--- config.mk ---
export PLATFORM = sky130hd
export DESIGN_NAME = doubly_linked_list_engine
export DESIGN_NICKNAME = d
export VERILOG_FILES = /design/src/sv/dll_pkg.sv /design/src/sv/doubly_linked_list_engine.sv
export SDC_FILE = /design/constraint.sdc
export NUM_CORES = 2
export LEC_CHECK = 0
export ABC_AREA = 1
export ABC_CLOCK_PERIOD_IN_PS = 5300
export BUFFER_PORTS_ARGS = -buffer_cell sky130_fd_sc_hd__buf_4
export CELL_PAD_IN_SITES_DETAIL_PLACEMENT = 1
export CELL_PAD_IN_SITES_GLOBAL_PLACEMENT = 2
export CORE_AREA = 5 5 296 516
export CTS_CLUSTER_SIZE = 28
export DETAILED_ROUTE_END_ITERATION = 6
export DIE_AREA = 0 0 301 521
export GPL_TIMING_DRIVEN = 1
export MAX_ROUTING_LAYER = met4
export PLACE_DENSITY_LB_ADDON = 0.1
export SLEW_MARGIN = 20
export SYNTH_ARGS = -nofsm -noshare
export SYNTH_HDL_FRONTEND = slang
export SYNTH_SLANG_ARGS = --single-unit
--- constraint.sdc ---
create_clock -name clk_i -period 5.3 [get_ports clk_i]
set_clock_uncertainty 0.2 [all_clocks]
set_input_delay 0.265 -clock clk_i [delete_from_list [all_inputs] [get_ports clk_i]]
set_output_delay 0.265 -clock clk_i [all_outputs]
set_load 0.01 [all_outputs]
--- src/sv/dll_pkg.sv ---
`timescale 1ns / 1ps
// ----------------------------------------------------------------------------
// dll_pkg
// item types, operation codes and status codes for the linked list engine
// ----------------------------------------------------------------------------
package dll_pkg;

  localparam int MODE_W = 3;
  localparam int DATA_W = 32;
  localparam int STAT_W = 2;
  localparam int POS_W  = 6;
  localparam int CNT_W  = 6;

  // operation codes
  localparam logic [MODE_W-1:0] MODE_FRONT  = 3'd0;
  localparam logic [MODE_W-1:0] MODE_END    = 3'd1;
  localparam logic [MODE_W-1:0] MODE_AFTER  = 3'd2;
  localparam logic [MODE_W-1:0] MODE_BEFORE = 3'd3;
  localparam logic [MODE_W-1:0] MODE_DEL    = 3'd4;
  localparam logic [MODE_W-1:0] MODE_SEARCH = 3'd5;

  // status codes
  localparam logic [STAT_W-1:0] ST_DONE     = 2'd0;
  localparam logic [STAT_W-1:0] ST_NOTFOUND = 2'd1;
  localparam logic [STAT_W-1:0] ST_FULL     = 2'd2;
  localparam logic [STAT_W-1:0] ST_FOUND    = 2'd3;

  typedef struct packed {
    logic [MODE_W-1:0]        mode;
    logic signed [DATA_W-1:0] key;
    logic signed [DATA_W-1:0] value;
  } dll_in_t;

  typedef struct packed {
    logic [STAT_W-1:0] status;
    logic [POS_W-1:0]  position;
    logic [CNT_W-1:0]  count;
  } dll_out_t;

endpackage

--- src/sv/doubly_linked_list_engine.sv ---
`timescale 1ns / 1ps
// front/end insert: fill the taken slot, then link it; keyed insert walks from the head,
//   then fills and links; delete walks, then links; search only walks to the match
// a refused front/end insert, a keyed item on an empty list or a spare code answers from idle,
//   a missing key once the walk has passed every node, a refused keyed insert after its walk
// results cannot be held off; a new item may start in the cycle done_o shows a result
// reset empties the list and frees every slot; node memories are not cleared
// ----------------------------------------------------------------------------
// doubly_linked_list_engine
// ordered list of values in a fixed pool of doubly linked nodes kept in memory
// ----------------------------------------------------------------------------
module doubly_linked_list_engine #(
  parameter int MAX_NODES  = 32,
  parameter int VALUE_BITS = 32
) (
  input  logic             clk_i,
  input  logic             rst_ni,
  input  logic             start,
  input  dll_pkg::dll_in_t item_i,
  output logic             busy,
  output logic             done_o,
  output dll_pkg::dll_out_t result_o
);
  import dll_pkg::*;

  // slot address width, and index width that also holds the null index
  localparam int AW = $clog2(MAX_NODES);
  localparam int IW = $clog2(MAX_NODES + 1);
  // values are kept and compared in their low bits only
  localparam int SW = (VALUE_BITS < DATA_W) ? VALUE_BITS : DATA_W;
  localparam logic [IW-1:0] NIL = IW'(MAX_NODES);

  // controller states
  localparam logic [1:0] S_IDLE = 2'd0;
  localparam logic [1:0] S_WALK = 2'd1;
  localparam logic [1:0] S_FILL = 2'd2;
  localparam logic [1:0] S_LINK = 2'd3;

  logic [1:0]           state_q, state_d;
  logic [MODE_W-1:0]    mode_q, mode_d;
  logic [SW-1:0]        key_q, key_d;
  logic [SW-1:0]        val_q, val_d;
  logic [IW-1:0]        cur_q, cur_d;   // node being compared during the walk
  logic [IW-1:0]        pos_q, pos_d;   // 1-based place of cur_q
  logic [IW-1:0]        p_q, p_d;       // node before the splice point
  logic [IW-1:0]        q_q, q_d;       // node after the splice point
  logic [IW-1:0]        n_q, n_d;       // freshly taken slot
  logic [IW-1:0]        ln_q, ln_d;     // goes into next link of p, or head
  logic [IW-1:0]        lp_q, lp_d;     // goes into prev link of q, or tail
  logic [IW-1:0]        head_q, head_d;
  logic [IW-1:0]        tail_q, tail_d;
  logic [MAX_NODES-1:0] free_q, free_d;
  logic [IW-1:0]        cnt_q, cnt_d;
  logic                 done_q, done_d;
  dll_out_t             result_q, result_d;

  // node memories, one write and one registered read port each
  logic [SW-1:0] val_mem [MAX_NODES];
  logic [IW-1:0] nxt_mem [MAX_NODES];
  logic [IW-1:0] prv_mem [MAX_NODES];

  logic [AW-1:0] rd_addr;
  logic [SW-1:0] val_rd_q;
  logic [IW-1:0] nxt_rd_q;
  logic [IW-1:0] prv_rd_q;

  logic          val_we, nxt_we, prv_we;
  logic [AW-1:0] val_wa, nxt_wa, prv_wa;
  logic [SW-1:0] val_wd;
  logic [IW-1:0] nxt_wd, prv_wd;

  logic              full;
  logic [AW-1:0]     free_idx;
  logic              fin;
  logic [STAT_W-1:0] fin_st;

  assign full = ~|free_q;

  // lowest free slot
  always_comb begin
    free_idx = '0;
    for (int i = MAX_NODES - 1; i >= 0; i--) begin
      if (free_q[i]) begin
        free_idx = AW'(i);
      end
    end
  end

  always_comb begin
    state_d  = state_q;
    mode_d   = mode_q;
    key_d    = key_q;
    val_d    = val_q;
    cur_d    = cur_q;
    pos_d    = pos_q;
    p_d      = p_q;
    q_d      = q_q;
    n_d      = n_q;
    ln_d     = ln_q;
    lp_d     = lp_q;
    head_d   = head_q;
    tail_d   = tail_q;
    free_d   = free_q;
    cnt_d    = cnt_q;
    done_d   = 1'b0;
    result_d = result_q;
    fin      = 1'b0;
    fin_st   = ST_DONE;
    rd_addr  = cur_q[AW-1:0];
    val_we   = 1'b0;
    val_wa   = n_q[AW-1:0];
    val_wd   = val_q;
    nxt_we   = 1'b0;
    nxt_wa   = n_q[AW-1:0];
    nxt_wd   = q_q;
    prv_we   = 1'b0;
    prv_wa   = n_q[AW-1:0];
    prv_wd   = p_q;

    case (state_q)
      S_IDLE: begin
        if (start) begin
          mode_d = item_i.mode;
          key_d  = item_i.key[SW-1:0];
          val_d  = item_i.value[SW-1:0];
          case (item_i.mode)
            MODE_FRONT, MODE_END: begin
              if (full) begin
                fin    = 1'b1;
                fin_st = ST_FULL;
              end else begin
                n_d    = IW'(free_idx);
                ln_d   = IW'(free_idx);
                lp_d   = IW'(free_idx);
                p_d    = (item_i.mode == MODE_END) ? tail_q : NIL;
                q_d    = (item_i.mode == MODE_FRONT) ? head_q : NIL;
                free_d[free_idx] = 1'b0;
                cnt_d  = cnt_q + IW'(1);
                state_d = S_FILL;
              end
            end
            MODE_AFTER, MODE_BEFORE, MODE_DEL, MODE_SEARCH: begin
              if (head_q == NIL) begin
                fin    = 1'b1;
                fin_st = ST_NOTFOUND;
              end else begin
                // start the walk at the head
                rd_addr = head_q[AW-1:0];
                cur_d   = head_q;
                pos_d   = IW'(1);
                state_d = S_WALK;
              end
            end
            default: begin
              fin    = 1'b1;
              fin_st = ST_DONE;
            end
          endcase
        end
      end

      S_WALK: begin
        if (val_rd_q == key_q) begin
          case (mode_q)
            MODE_SEARCH: begin
              fin    = 1'b1;
              fin_st = ST_FOUND;
            end
            MODE_DEL: begin
              // unlink cur_q: prev gets its next, next gets its prev
              p_d  = prv_rd_q;
              q_d  = nxt_rd_q;
              ln_d = nxt_rd_q;
              lp_d = prv_rd_q;
              free_d[cur_q[AW-1:0]] = 1'b1;
              cnt_d   = cnt_q - IW'(1);
              state_d = S_LINK;
            end
            default: begin
              if (full) begin
                fin    = 1'b1;
                fin_st = ST_FULL;
              end else begin
                n_d  = IW'(free_idx);
                ln_d = IW'(free_idx);
                lp_d = IW'(free_idx);
                if (mode_q == MODE_AFTER) begin
                  p_d = cur_q;
                  q_d = nxt_rd_q;
                end else begin
                  p_d = prv_rd_q;
                  q_d = cur_q;
                end
                free_d[free_idx] = 1'b0;
                cnt_d   = cnt_q + IW'(1);
                state_d = S_FILL;
              end
            end
          endcase
        end else if (nxt_rd_q == NIL) begin
          fin    = 1'b1;
          fin_st = ST_NOTFOUND;
        end else begin
          rd_addr = nxt_rd_q[AW-1:0];
          cur_d   = nxt_rd_q;
          pos_d   = pos_q + IW'(1);
        end
      end

      S_FILL: begin
        // new node gets its value and both links
        val_we  = 1'b1;
        nxt_we  = 1'b1;
        prv_we  = 1'b1;
        state_d = S_LINK;
      end

      S_LINK: begin
        // neighbours point at each other, or head and tail move
        if (p_q != NIL) begin
          nxt_we = 1'b1;
          nxt_wa = p_q[AW-1:0];
          nxt_wd = ln_q;
        end else begin
          head_d = ln_q;
        end
        if (q_q != NIL) begin
          prv_we = 1'b1;
          prv_wa = q_q[AW-1:0];
          prv_wd = lp_q;
        end else begin
          tail_d = lp_q;
        end
        fin    = 1'b1;
        fin_st = ST_DONE;
      end

      default: begin
        state_d = S_IDLE;
      end
    endcase

    if (fin) begin
      done_d            = 1'b1;
      result_d.status   = fin_st;
      result_d.position = (fin_st == ST_FOUND) ? POS_W'(pos_q) : '0;
      result_d.count    = CNT_W'(cnt_d);
      state_d           = S_IDLE;
    end
  end

  always_ff @(posedge clk_i or negedge rst_ni) begin
    if (!rst_ni) begin
      state_q <= S_IDLE;
      head_q  <= NIL;
      tail_q  <= NIL;
      free_q  <= '1;
      cnt_q   <= '0;
      done_q  <= 1'b0;
    end else begin
      state_q <= state_d;
      head_q  <= head_d;
      tail_q  <= tail_d;
      free_q  <= free_d;
      cnt_q   <= cnt_d;
      done_q  <= done_d;
    end
  end

  // working registers of the current item
  always_ff @(posedge clk_i) begin
    mode_q   <= mode_d;
    key_q    <= key_d;
    val_q    <= val_d;
    cur_q    <= cur_d;
    pos_q    <= pos_d;
    p_q      <= p_d;
    q_q      <= q_d;
    n_q      <= n_d;
    ln_q     <= ln_d;
    lp_q     <= lp_d;
    result_q <= result_d;
  end

  always_ff @(posedge clk_i) begin
    if (val_we) begin
      val_mem[val_wa] <= val_wd;
    end
    val_rd_q <= val_mem[rd_addr];
  end

  always_ff @(posedge clk_i) begin
    if (nxt_we) begin
      nxt_mem[nxt_wa] <= nxt_wd;
    end
    nxt_rd_q <= nxt_mem[rd_addr];
  end

  always_ff @(posedge clk_i) begin
    if (prv_we) begin
      prv_mem[prv_wa] <= prv_wd;
    end
    prv_rd_q <= prv_mem[rd_addr];
  end

  assign busy     = (state_q != S_IDLE);
  assign done_o   = done_q;
  assign result_o = result_q;

  // every slot is either on the list or free
  a_pool_balance: assert property (@(posedge clk_i) disable iff (!rst_ni)
    32'($countones(free_q)) + 32'(cnt_q) == 32'(MAX_NODES))
    else $error("slot count and free mask disagree");

  // at rest the list is empty exactly when the head is null
  a_head_empty: assert property (@(posedge clk_i) disable iff (!rst_ni)
    state_q == S_IDLE |-> (head_q == NIL) == (cnt_q == '0))
    else $error("head and entry count disagree");

  // a result only appears once the controller is back at rest
  a_done_idle: assert property (@(posedge clk_i) disable iff (!rst_ni)
    done_q |-> state_q == S_IDLE)
    else $error("result strobe while busy");

  // an accepted item either finishes at once or keeps the block busy
  a_accept: assert property (@(posedge clk_i) disable iff (!rst_ni)
    start && !busy |=> busy || done_q)
    else $error("accepted item lost");

  // a refused insert leaves the pool full
  a_full: assert property (@(posedge clk_i) disable iff (!rst_ni)
    done_q && result_q.status == ST_FULL |-> free_q == '0)
    else $error("insert refused with a free slot");

endmodule

== Word-level counts from Yosys, hierarchy flattened ==
Memories as Yosys holds them, arrays and structs flattened. A register that Yosys moved wholly into a read port is not among the register bits.
Cells that the tools add are included.
Word-level totals
  register bits: 176
  bits in writable memories: 1408
  bits of input ports: 70
  output and inout port bits: 16
  logic and storage cells: 232
  memories: 3
Memory list
  val_mem: depth 32, width 32, read ports 1, clocked after Yosys merged registers in 1, write ports 1, line doubly_linked_list_engine.sv:58  | logic [SW-1:0] val_mem [MAX_NODES];
  nxt_mem: depth 32, width 6, read ports 1, clocked after Yosys merged registers in 1, write ports 1, line doubly_linked_list_engine.sv:59  | logic [IW-1:0] nxt_mem [MAX_NODES];
  prv_mem: depth 32, width 6, read ports 1, clocked after Yosys merged registers in 1, write ports 1, line doubly_linked_list_engine.sv:60  | logic [IW-1:0] prv_mem [MAX_NODES];
Operators by class
  $add $sub $neg: 3
  magnitude comparators: 4
  eq/ne operators: 33
  multiplexer cells: 146
  bitwise operators: 5
  reductions and logical operators: 19
Operators by type and width (number)
  6-bit 2-to-1 mux: 45
  5-bit 2-to-1 mux: 41
  6-bit case mux with 2 select lines: 13
  32-bit 2-to-1 mux: 4
  32-bit case mux with 2 select lines: 2
  32-bit AND: 1
  32-bit equality test: 1
  32-bit inverter: 1
  32-bit bitwise OR: 1
  32-bit OR reduction: 1
  2-bit case mux with 2 select lines: 5
  1-bit 2-to-1 mux: 19
  2-bit inequality test, second input constant: 9
  2-bit 2-to-1 mux: 8
  6-bit by 1-bit adder with 6-bit output, second input constant: 2
  3-bit equality test, second input constant: 4
  6-bit equality test, second input constant: 2
  5-bit by 6-bit less-than comparator with 1-bit output, second input constant: 2
  6-bit inequality test, second input constant: 2
  6-bit AND reduction: 2
  1-bit demux with 5-bit select: 2
  5-bit by 1-bit >= comparator with 1-bit output, second input constant: 2
  5-bit case mux with 2 select lines: 1
  5-bit AND reduction: 2
  23 further kinds: 38

== Longest topological paths before layout ==
  word-level depth: 42
  mapped depth: 35
  depth with buffers taken out: 35

== Worst setup path after synthesis ==
Ideal clock, no wire load.
  path kind: register -> register
  from: register state_q[1]
  to: register result_q, in the netlist result_o[0] (enable)
  library setup time: 0.393 ns
  data arrival time: 3.542 ns
  slack: 1.166 ns
  stages on the path, launching flop included: 10
  path buffers: 1
  cell sequence: dfrtp_1 -> inv_1 -> ha_1 -> clkbuf_1 -> nand2_1 -> inv_1 -> o21ai_0 -> nand2_1 -> nor2_1 -> a21oi_1
On the way
  cells in the longest elaborated chain, start to end: 2
RTL lines
  start, declared: line doubly_linked_list_engine.sv:39  | logic [1:0] state_q, state_d;
  start signal, assigned: line doubly_linked_list_engine.sv:261  | state_q <= state_d;
  2-bit equality test, or another cell as far along: line doubly_linked_list_engine.sv:120  | case (state_q)
  1-bit case mux with 3 select lines (*): line doubly_linked_list_engine.sv:120
  end signal, assigned: line doubly_linked_list_engine.sv:282  | result_q <= result_d;
  end, declared: line doubly_linked_list_engine.sv:55  | dll_out_t result_q, result_d;
Every way passes the cells marked *; elsewhere a longest branch is shown, timed or not.
A chain may end at the register's enable or synchronous reset.

== Worst setup path in the final report ==
  from: register key_q[1]
  to: register val_rd_q[2] (read register of val_mem)
On the way
  cells in the longest elaborated chain, start to end: 3
RTL lines
  start, declared: line doubly_linked_list_engine.sv:41  | logic [SW-1:0] key_q, key_d;
  start signal, assigned: line doubly_linked_list_engine.sv:273  | key_q <= key_d;
  32-bit equality test: line doubly_linked_list_engine.sv:163  | if (val_rd_q == key_q) begin
  5-bit 2-to-1 mux: line doubly_linked_list_engine.sv:163
  5-bit case mux with 2 select lines: line doubly_linked_list_engine.sv:120
  end, declared: line doubly_linked_list_engine.sv:63  | logic [SW-1:0] val_rd_q;
Every way passes these cells.

==> results.yml <==
outcome:
  outcome: "completed"
global_route:
  overflow: 0
  grt_use_met2: 0.4902
  grt_use_met1: 0.3113
  grt_usage: 0.2698
  grt_busiest_layer: "met2"
  grt_pass1_vias: 46119
  grt_pass1_wl_um: 304000
  met3_usage: 0.03129
  grt_max_degree: 114
  antenna_found_initial: 7
logic_synthesis:
  yosysSeqAreaShare: 0.7278
  synth_edf_count: 1530
  synth_cells: 5042
  synthTopCellsByArea: "edfxtp_1 (69%), nor2_1 (5.1%), o311ai_1 (4.0%)"
  async_flop_share: 0.03258
  synth_most_common_cell: "edfxtp_1"
  yosys_warnings: 0
  synth_area_um2: 66220
  synth_top_cell_area_share: 0.6938
  avgSynthCellArea_um2: 13.13
  synth_cell_types: 50
  ys_ff_latch: 1627
  ys_top_cells_by_count: "edfxtp_1 (1530), nor2_1 (900), nand2_1 (409)"
  dominantRegCellSynth: "edfxtp_1"
  syn_nets: 5121
  yosysTopAreaCell: "edfxtp_1"
cts:
  clock-root-buffer: "clkbuf_16"
  cts_buffer_depth: 3
  numCtsBuffers: 154
  clkLatencyLatePin_ns: 0.80
  clk_pin_slew_worst_paths_ns: 0.06
  tritoncts: "yes"
  cts.sinks: 1627
  htreeDepth: 4
power:
  power_density_nw_per_um2: 698.2
  ir_drop_uv: 674.5
  p_leak_nw: 25.31
drt:
  initialDrtViolationCount: 3129
  wl_per_cell_um: 28.25
  drt-pass1-iter-count: 5
  routed-via-count: 43156
  antenna_left: 0
  via_per_inst: 5.853
  wl_um: 208300
  drc: 0
timing:
  worst_pin_slew_ns: 1.142
  relSlewSlack: 0.2386
  report.final.slew_viol_count: 0
  max_freq_ghz: 0.2012
  grt_setup_unrepaired: "no"
  min_period_ns: 4.970
  fin_crit_sh: 0.9378
  finalSetupTns_ns: 0
  setup_viol: 0
  hold_viol: 0
setup_path:
  cp_common_cell: "nand2_1"
  cp-start-kind: "flop"
  path_cells: "inv_1, or2_2, nand4_1, nor4_2, buf_4, nand4_1, buf_4, nand2_1, o221ai_1, o21ai_1, nand2_4, inv_8, buf_12, buf_12, nor2_1, o311ai_0, nand3_1, nand2_1, nand2_1, nand2_1"
  max_stage_delay_ns: 0.53
  arrival_ns: 5.46
  critPathKind: "flop to flop"
  r2r_cells: 20
  r2r_end: "val_rd_q[2]"
  reg2reg_from: "key_q[1]"
  crit_required_ns: 5.79
  cp_max_fo: 36
  crit_slowest_cell: "nor4_2"
  critPathCaptureType: "flop"
  r2r_slack_ns: 0.33
place:
  place_congestion: 0.8455
  portBuffers: 85
  dp_hpwl_um: 119200
  placed_cell_area_um2: 70110
min_path:
  min-delay-start: "item_i[8]"
  hold_path.class: "input pin to flop"
  holdPathEnd: "val_q[8]"
  holdPathStages: 2
final_layout:
  design_area_um2: 76330
  drive_above_1_share: 0.1324
  post-route-util: 0.5162
  nNetsFinal: 5337
  areaGrowthSynthToFinish_pct: 15.27
die:
  fp.dieW_um: 301
  dieHeight_um: 521
  initial_core_util: 0.4478
  num_rows: 187
  num_io_pins: 86
  die_area_um2: 156800
  coreArea_um2: 147900
job:
  cap_violations: 0
-- cells in the final DEF (no fill, tap or decap), types with 7 or more instances in the layout --
master and instances:
o221ai_1 7, clkinv_1 30, dlygate4sd3_1 127, o211ai_1 354, or2_2 148, clkinv_2 19, dfstp_2 34, clkbuf_8 14
bufinv_16 7, clkbuf_16 160, nor3_1 22, o21ai_0 70, nor2_1 868, o22ai_1 17, ha_1 9, dfxtp_1 44
xnor2_1 18, o21ai_1 15, or2_0 148, or2_1 64, inv_1 201, buf_12 51, o21ai_2 10, dfrtp_1 19
o311ai_0 48, nand2_1 408, nor4_1 7, o311ai_1 306, nand3_1 252, edfxtp_1 1530, a21oi_1 39, nor2_4 32
clkbuf_1 41, buf_4 198
-- flip-flops by register name (all words and copies together), names as in the netlist, 14 cells and up --
register  cells
val_mem    1024
nxt_mem     192
prv_mem     192
free_q       32
key_q        32
val_q        32
val_rd_q     32
result_o     14
-- worst max-delay path by stage --
stage                              end        from  slack, ns
after detailed placement   prv_rd_q[5]    key_q[1]      -0.07
after floorplan            result_o[0]  state_q[1]       1.17
after global routing      val_rd_q[15]    key_q[1]       0.11
after global placement     prv_rd_q[5]    key_q[1]      -0.05
after CTS                  prv_rd_q[5]    key_q[1]       0.11
final                      val_rd_q[2]    key_q[1]       0.33
-- what timing repair did --
action | in CTS | in global routing
gates resized for setup | 1 | 1
hold buffers | 128 | 0
setup endpoints to repair | 1 | 1
setup buffers | 0 | 0
hold endpoints to repair | 139 | 0
-- where the power goes --
group / leakage [nW] / switching, mW / internal, mW
registers: 14.8 / 0.940 / 16.3
logic: 8.11 / 17.4 / 7.75
clock network: 2.39 / 4.84 / 6.09
-- cells by family after synthesis --
group / after synthesis / synth area share
xor+xnor: 23 / 0.003042
fa+ha+maj: 9 / 0.001701
compound gates: 893 / 0.1027
buf+inv: 527 / 0.03342
mux: 3 / 0.0005101
flops: 1627 / 0.7278
simple gates: 1960 / 0.1308
-- metrics by stage --
step / std cells / hold WS (ns) / total power, mW / worst slack [ns]
floorplan: 5042 / -0.2306 / 32.57 / 1.166
global placement: 6957 / 0.1784 / 42.44 / -0.05313
detailed placement: 6957 / 0.1773 / 42.87 / -0.06787
CTS: 7370 / 0.01580 / 53.94 / 0.1130
global route: 7373 / 0.04025 / 56.33 / 0.1139
finish: 7373 / 0.06699 / 53.29 / 0.3298
-- critical path: cells and delay by family, from the launching register on --
family / cells / cell delay (ns)
flops: 1 / 0.37
simple gates: 11 / 2.17
buf+inv: 6 / 1.45
compound gates: 3 / 0.60
-- layer usage --
layer | up-vias | part of all wire | wire (um)
li1 | 19158 | - | -
met1 | 22676 | 0.39 | 80600
met2 | 994 | 0.54 | 112700
met3 | 328 | 0.037 | 7760
met4 | 0 | 0.035 | 7222
met5 | - | 0 | 0
-- area by class of cell --
class	count	area, um^2
well taps	1984	2482
multi-input cells	2888	16140
clock buffers	215	4350
clock inverters	70	556.8
flip-flops and latches	1627	48190
inverters	210	808.3
fillers	14848	71540
repair buffers	377	3794
diodes	2	5.005
(Power assumes the default switching activity.)
